==> src/rde_pkg.sv <==
// shared constants and digit helpers for the radix digit emitter
package rde_pkg;

  localparam int BASE_W  = 6;
  localparam int DIGIT_W = 6;
  localparam int CHAR_W  = 7;
  localparam int COUNT_W = 6;

  localparam logic [BASE_W-1:0] BASE_MIN = 6'd2;
  localparam logic [BASE_W-1:0] BASE_MAX = 6'd36;

  localparam logic [DIGIT_W-1:0] DEC_DIGITS = 6'd10;
  localparam logic [CHAR_W-1:0]  CHAR_ZERO  = 7'd48;
  localparam logic [CHAR_W-1:0]  CHAR_ALPHA = 7'd55;

  typedef logic [BASE_W-1:0]  base_t;
  typedef logic [DIGIT_W-1:0] digit_t;
  typedef logic [CHAR_W-1:0]  char_t;
  typedef logic [COUNT_W-1:0] count_t;

  function automatic base_t clamp_base(input base_t b);
    base_t r;
    if (b < BASE_MIN) begin
      r = BASE_MIN;
    end else if (b > BASE_MAX) begin
      r = BASE_MAX;
    end else begin
      r = b;
    end
    return r;
  endfunction

  function automatic char_t digit_to_char(input digit_t d);
    char_t r;
    if (d < DEC_DIGITS) begin
      r = CHAR_ZERO + {1'b0, d};
    end else begin
      r = CHAR_ALPHA + {1'b0, d};
    end
    return r;
  endfunction

endpackage

==> src/rde_divider.sv <==
// bit-serial restoring divider, one quotient bit per cycle
module rde_divider #(
  parameter int W = 32
) (
  input  logic                 clk,
  input  logic                 rst,
  input  logic                 load,
  input  logic [W-1:0]         dividend,
  input  rde_pkg::base_t       divisor,
  output logic [W-1:0]         quotient,
  output rde_pkg::digit_t      remainder,
  output logic                 done
);
  import rde_pkg::*;

  localparam int CNT_W = $clog2(W);

  logic [W-1:0]       quo;
  digit_t             rem;
  logic [CNT_W-1:0]   cnt;
  logic               run;
  logic [DIGIT_W:0]   trial;
  logic               ge;
  digit_t             rem_next;

  always_comb begin
    trial    = {rem, quo[W-1]};
    ge       = trial >= {1'b0, divisor};
    rem_next = ge ? DIGIT_W'(trial - {1'b0, divisor}) : trial[DIGIT_W-1:0];
  end

  always_ff @(posedge clk) begin
    if (rst) begin
      run  <= 1'b0;
      done <= 1'b0;
    end else begin
      done <= 1'b0;
      if (load) begin
        run <= 1'b1;
      end else if (run && cnt == CNT_W'(W - 1)) begin
        run  <= 1'b0;
        done <= 1'b1;
      end
    end
  end

  always_ff @(posedge clk) begin
    if (load) begin
      quo <= dividend;
      rem <= '0;
      cnt <= '0;
    end else if (run) begin
      quo <= {quo[W-2:0], ge};
      rem <= rem_next;
      cnt <= cnt + 1'b1;
    end
  end

  assign quotient  = quo;
  assign remainder = rem;

endmodule

==> src/rde_digit_buf.sv <==
// digit store, filled low digit first and read back high digit first
module rde_digit_buf #(
  parameter int DEPTH = 32
) (
  input  logic                 clk,
  input  logic                 rst,
  input  logic                 clear,
  input  logic                 push,
  input  logic                 finish,
  input  rde_pkg::digit_t      push_digit,
  output logic                 strobe,
  output rde_pkg::char_t       digit_char,
  output rde_pkg::count_t      digit_count,
  output logic                 last_digit,
  output logic                 busy
);
  import rde_pkg::*;

  localparam int AW = $clog2(DEPTH);
  localparam int CW = $clog2(DEPTH + 1);

  digit_t           mem [DEPTH];
  logic [CW-1:0]    wr_ptr;
  logic [CW-1:0]    count;
  logic [AW-1:0]    rd_ptr;
  logic             reading;
  logic             rd_vld;
  logic             rd_last;
  digit_t           rd_data;

  always_ff @(posedge clk) begin
    if (push) begin
      mem[wr_ptr[AW-1:0]] <= push_digit;
    end
    if (reading) begin
      rd_data <= mem[rd_ptr];
    end
  end

  always_ff @(posedge clk) begin
    if (rst) begin
      wr_ptr  <= '0;
      reading <= 1'b0;
      rd_vld  <= 1'b0;
      rd_last <= 1'b0;
    end else begin
      rd_vld  <= reading;
      rd_last <= reading && rd_ptr == '0;
      if (clear) begin
        wr_ptr <= '0;
      end else if (push) begin
        wr_ptr <= wr_ptr + 1'b1;
      end
      if (push && finish) begin
        reading <= 1'b1;
        rd_ptr  <= wr_ptr[AW-1:0];
        count   <= wr_ptr + 1'b1;
      end else if (reading) begin
        if (rd_ptr == '0) begin
          reading <= 1'b0;
        end else begin
          rd_ptr <= rd_ptr - 1'b1;
        end
      end
    end
  end

  assign strobe      = rd_vld;
  assign digit_char  = digit_to_char(rd_data);
  assign digit_count = COUNT_W'(count);
  assign last_digit  = rd_last;
  assign busy        = reading || rd_vld;

endmodule

==> src/radix_digit_emitter_unit.sv <==
// top level: integer to radix digit string converter
//
// Converts one unsigned value to its digits in a base from 2 to 36 (bases
// outside that range saturate to it) and emits them most significant
// first, one beat per digit on strobe, as ASCII '0'-'9' then 'A'-'Z', each
// beat carrying the total digit count and the final one marked by
// last_digit. A zero value gives the single digit '0'. The receiver cannot
// stall: digits of one value come on consecutive cycles. Each digit comes
// from a bit-serial divide by the base, then the digits are read back
// out one per cycle; start is taken again once busy falls.
module radix_digit_emitter_unit #(
  parameter int VALUE_BITS = 32
) (
  input  logic                  clk,
  input  logic                  rst,
  input  logic                  start,
  output logic                  busy,
  input  logic [VALUE_BITS-1:0] value,
  input  rde_pkg::base_t        base,
  output logic                  strobe,
  output rde_pkg::char_t        digit_char,
  output rde_pkg::count_t       digit_count,
  output logic                  last_digit
);
  import rde_pkg::*;

  localparam logic ST_IDLE = 1'b0;
  localparam logic ST_DIV  = 1'b1;

  logic                  state;
  logic                  state_next;
  base_t                 base_reg;
  logic                  accept;
  logic                  div_load;
  logic [VALUE_BITS-1:0] div_dividend;
  logic [VALUE_BITS-1:0] div_quo;
  digit_t                div_rem;
  logic                  div_done;
  logic                  quo_zero;
  logic                  buf_busy;

  assign busy     = state != ST_IDLE || buf_busy;
  assign accept   = start && !busy;
  assign quo_zero = div_quo == '0;

  always_comb begin
    state_next   = state;
    div_load     = 1'b0;
    div_dividend = div_quo;
    unique case (state)
      ST_IDLE: begin
        div_dividend = value;
        if (accept) begin
          div_load   = 1'b1;
          state_next = ST_DIV;
        end
      end
      ST_DIV: begin
        if (div_done) begin
          if (quo_zero) begin
            state_next = ST_IDLE;
          end else begin
            div_load = 1'b1;
          end
        end
      end
      default: begin
        state_next = ST_IDLE;
      end
    endcase
  end

  always_ff @(posedge clk) begin
    if (rst) begin
      state <= ST_IDLE;
    end else begin
      state <= state_next;
    end
  end

  always_ff @(posedge clk) begin
    if (accept) begin
      base_reg <= clamp_base(base);
    end
  end

  rde_divider #(
    .W (VALUE_BITS)
  ) u_divider (
    .clk       (clk),
    .rst       (rst),
    .load      (div_load),
    .dividend  (div_dividend),
    .divisor   (base_reg),
    .quotient  (div_quo),
    .remainder (div_rem),
    .done      (div_done)
  );

  rde_digit_buf #(
    .DEPTH (VALUE_BITS)
  ) u_digit_buf (
    .clk         (clk),
    .rst         (rst),
    .clear       (accept),
    .push        (state == ST_DIV && div_done),
    .finish      (quo_zero),
    .push_digit  (div_rem),
    .strobe      (strobe),
    .digit_char  (digit_char),
    .digit_count (digit_count),
    .last_digit  (last_digit),
    .busy        (buf_busy)
  );

endmodule

==> config.mk <==
export PLATFORM = sky130hd
export DESIGN_NAME = radix_digit_emitter_unit
export DESIGN_NICKNAME = d
export VERILOG_FILES = /design/src/rde_pkg.sv /design/src/rde_divider.sv /design/src/rde_digit_buf.sv /design/src/radix_digit_emitter_unit.sv
export SDC_FILE = /design/constraint.sdc
export NUM_CORES = 1
export LEC_CHECK = 0
export ABC_AREA = 0
export BUFFER_PORTS_ARGS = -buffer_cell sky130_fd_sc_hd__buf_2
export CAP_MARGIN = 5
export CORE_ASPECT_RATIO = 1.4
export CORE_MARGIN = 1.5
export CORE_UTILIZATION = 60
export CTS_BUF_LIST = sky130_fd_sc_hd__clkbuf_8
export DETAILED_ROUTE_END_ITERATION = 6
export PLACE_DENSITY_LB_ADDON = 0.25
export SLEW_MARGIN = 40
export SYNTH_ARGS = -nofsm -noshare
export SYNTH_HDL_FRONTEND = slang
export SYNTH_SLANG_ARGS = --single-unit
export TNS_END_PERCENT = 10
==> constraint.sdc <==
create_clock -name clk -period 6.82 [get_ports clk]
set_clock_uncertainty 0.1 [all_clocks]
set_input_delay 0.341 -clock clk [delete_from_list [all_inputs] [get_ports clk]]
set_output_delay 0.341 -clock clk [all_outputs]
set_load 0.02 [all_outputs]
==> metrics.md <==
| Metric | Value |
|---|---|
| Synth-to-layout area growth | `10.6%` |
| Largest net degree at the start of global routing | `47` |
| Post-cts sizing count | `0` |
| Maximum clock insertion buffer count | `3` |
| Worst slew pin tran | `0.771 ns` |
| Setup Viol. Count Final | `0` |
| CP required | `6.38 ns` |
| Syn Nets | `734` |
| TritonRoute pass-1 iters | `5` |
| Num CTS Buffers | `38` |
| First-pass GRT wire length | `35.4 mm` |
| CTS tree | `done` |
| Max FFs per register | `192` |
| Initial antenna violation count | `0` |
| Yosys reg bits | `270` |
| Initial core utilization | `61.1%` |
| Internal power | `2550 uW` |
| EDFF count, synth | `247` |
| WS Path Type | `register to output port` |
| FP Rows | `59` |
| Die Y-Extent | `166 um` |
| Antenna Nets Post-Route | `0` |
| Reg clk slew, reported paths | `0.06 ns` |
| Capture point of the critical path | `digit_char[4]` |
| Pwr dens | `262 nW/um^2` |
| Max VDD drop | `0.196 mV` |
| Hold Crit Class | `primary input to register` |
| Clk pwr share | `33.7%` |
| Seq/Total Area, Yosys | `69.3%` |
| HPWL Detailed | `14.8 mm` |
| Switching Fraction | `22.7%` |
| Max H-tree Level | `2` |
| Count of cell types in the netlist | `52` |
| Placed Area | `11,900 um^2` |
| Worst reg2reg startpoint | `u_divider.quotient[27]$_DFFE_PP_` |
| Clock Sinks | `270` |
| Cells on worst reg2reg path | `7` |
| Fill cell count | `1,298` |
| Routability cong. | `0.845` |
| Fraction of layout cells with a size suffix above 1 | `26.2%` |
| Cell Area, Synth | `11,400 um^2` |
| # port buffers | `56` |
| Final hold vios | `0` |
| DR vias/cell | `5.98` |
| Outcome | `completed` |
| Synth Warn # | `0` |
| Clk root buf | `clkbuf_8` |
| Final setup margin | `3.96 ns` |
| GRT Total Usage | `23.3%` |
| Setup crit start | `u_digit_buf.rd_data[4]$_DFFE_PP_` |
| Switch Pwr | `750 uW` |
| Critical Path End Type | `output port` |
| Io pins | `57` |
| Clk_lat worst skew | `0.51 ns` |
| DR iter-0 viols | `410` |
| Tot Pwr | `3300 uW` |
| Setup TNS | `0 ns` |
| DR WL/cell | `21.6 um` |
| LEAKAGE | `0.00438 uW` |
| Diode count | `0` |
| Comb pwr share | `6.6%` |
| Final WL | `22.3 mm` |
| Worst Hold Launch | `value[19]` |
| Slew margin rel. | `48.4%` |
| Met1 Use GR | `28.2%` |
| Unrepaired setup endpoints after global routing | `false` |
| WHS | `0.0287 ns` |
| Vias | `6,157` |
| Flop pwr share | `59.7%` |
| Average cell area after synthesis | `16.8 um^2` |
| Top cells by area, synth | `edfxtp_1 65%, mux4_2 8.3%, dfxtp_1 4.0%, mux2_4 3.4%, nor2_1 2.0%` |
| Startpoint Class | `register` |
| GR Util met2 | `41.8%` |
| FF-to-FF setup slack | `4.02 ns` |
| Core area | `18,600 um^2` |
| Grt peak-use layer | `met2` |
| DIE AREA | `19,800 um^2` |
| Design Area, Final | `12,600 um^2` |
| Met3 Use GR | `3.74%` |
| Fmax | `349 MHz` |
| Final nets | `816` |
| Pins Over Slew Limit | `0` |
| Final min period | `2.86 ns` |
| Tcrit/Tclk final | `42.0%` |
| Area leader, netlist | `edfxtp_1` |
| Post-synth ARST share | `0%` |
| Residual DRC | `0` |
| Max cap viols | `0` |
| R2R Path End | `u_divider.quotient[30]$_DFFE_PP_` |
| Number of global-route vias before repair | `6,575` |
| GR Overflow Total | `0` |
| Top FF cell, synth | `edfxtp_1` |
| Setup WS pre-CTS | `4.00 ns` |
| CP arrival | `2.42 ns` |
| Yosys top cell area share | `65.2%` |
| Crit-path max FO | `4` |
| Mapped Cells | `676` |
| Die width | `119 um` |
## layout make-up
class	count	area, um^2	share of cell area (%)
flip-flops and latches	270	7880	62.7
well taps	244	305	2.43
clock inverters	28	119	0.945
repair buffers	68	378	3.00
inverters	24	90.1	0.716
clock buffers	40	551	4.38
multi-input cells	356	3250	25.9
## kinds of logic (layout without fill, tap and decap cells)
kind of cell / Yosys count / count (layout) / synth area share, %
AO/OA/AOI/OAI: 78 / 78 / 4.92
XOR/XNOR: 21 / 21 / 1.62
adder cells (fa/ha/maj): 18 / 18 / 2.02
buffers and inverters: 50 / 160 / 2.13
flip-flops: 270 / 270 / 69.3
multiplexers: 91 / 91 / 13.8
AND/OR/NAND/NOR: 148 / 148 / 6.18
## what timing repair did
item,CTS,global route
hold endpoints to repair,3,1
hold buffers,2,1
setup buffers,0,0
## cell usage in the layout (no fill, tap or decap), drive strengths merged, types with 4 or more instances in the layout
| cell type | netlist | layout |
|---|---|---|
| edfxtp | 247 | 247 |
| buf | 15 | 65 |
| nor2 | 61 | 61 |
| mux4 | 42 | 42 |
| clkbuf | 11 | 40 |
| inv | 24 | 33 |
| mux2 | 32 | 32 |
| nand2 | 29 | 29 |
| dfxtp | 23 | 23 |
| clkinv | 0 | 18 |
| mux2i | 17 | 17 |
| ha | 16 | 16 |
| a21oi | 15 | 15 |
| o21ai | 14 | 14 |
| xnor2 | 12 | 12 |
| o221ai | 12 | 12 |
| nand3 | 10 | 10 |
| xor2 | 9 | 9 |
| nor4 | 9 | 9 |
| a221oi | 7 | 7 |
| or2 | 7 | 7 |
| o22ai | 7 | 7 |
| nor3 | 7 | 7 |
| a22o | 6 | 6 |
| nor2b | 5 | 5 |
| nand4 | 5 | 5 |
| nand2b | 4 | 4 |
| a311oi | 4 | 4 |
## critical path: stages (launching register included)
cell and delay, ns:
edfxtp_1 0.39, inv_1 0.13, ha_1 0.21, nand2_1 0.10, o21ai_0 0.47, o211ai_1 0.23
xnor2_1 0.18, buf_2 0.19
## routing by layer
metal	wire length (um)	vias to the layer above
li1	-	2824
met1	8310	3057
met2	12000	230
met3	1160	46
met4	755	0
met5	0	-
## metrics by stage
stage / instances / util (%)
detailed placement: 959 / 63.9
CTS: 1029 / 67.6
floorplan: 676 / -
global route: 1030 / 67.6
finish: 1030 / 67.6
global placement: 959 / 63.8
## worst min path at each step
stage	endpoint	slack (ns)	cells past startpoint
floorplan	state$_SDFF_PP0_	0.31	1
global placement	u_divider.cnt[4]$_SDFFE_PP0P_	0.38	2
detailed placement	u_divider.cnt[4]$_SDFFE_PP0P_	0.40	2
CTS	base_reg[2]$_SDFFCE_PP0P_	0.003	2
global route	u_divider.quotient[19]$_DFFE_PP_	0.008	2
finish	u_divider.quotient[19]$_DFFE_PP_	0.03	2
## Yosys cell counts (5+ instances only)
library cell,instances
nor3_1,6
o221ai_1,12
clkbuf_1,11
o21ai_0,13
mux4_2,42
edfxtp_1,247
a21oi_1,15
mux2_4,26
o22ai_1,7
buf_6,5
xnor2_1,12
mux2_2,6
a221oi_1,7
dfxtp_1,23
a22o_1,6
nor2_1,60
nand2_1,29
inv_1,24
xor2_1,9
or2_2,7
nand4_1,5
buf_2,5
nand3_1,10
ha_1,16
mux2i_1,17
nor2b_1,5
nor4_1,9
## power by group through the flow
stage	sequential, uW	combinational, uW	clock (uW)
after floorplan	2000	133	0
after global placement	1990	212	0
after detailed placement	2000	218	0
after CTS	1970	220	1140
after global routing	1980	242	1210
final	1970	217	1110
(Power assumes the default switching activity.)
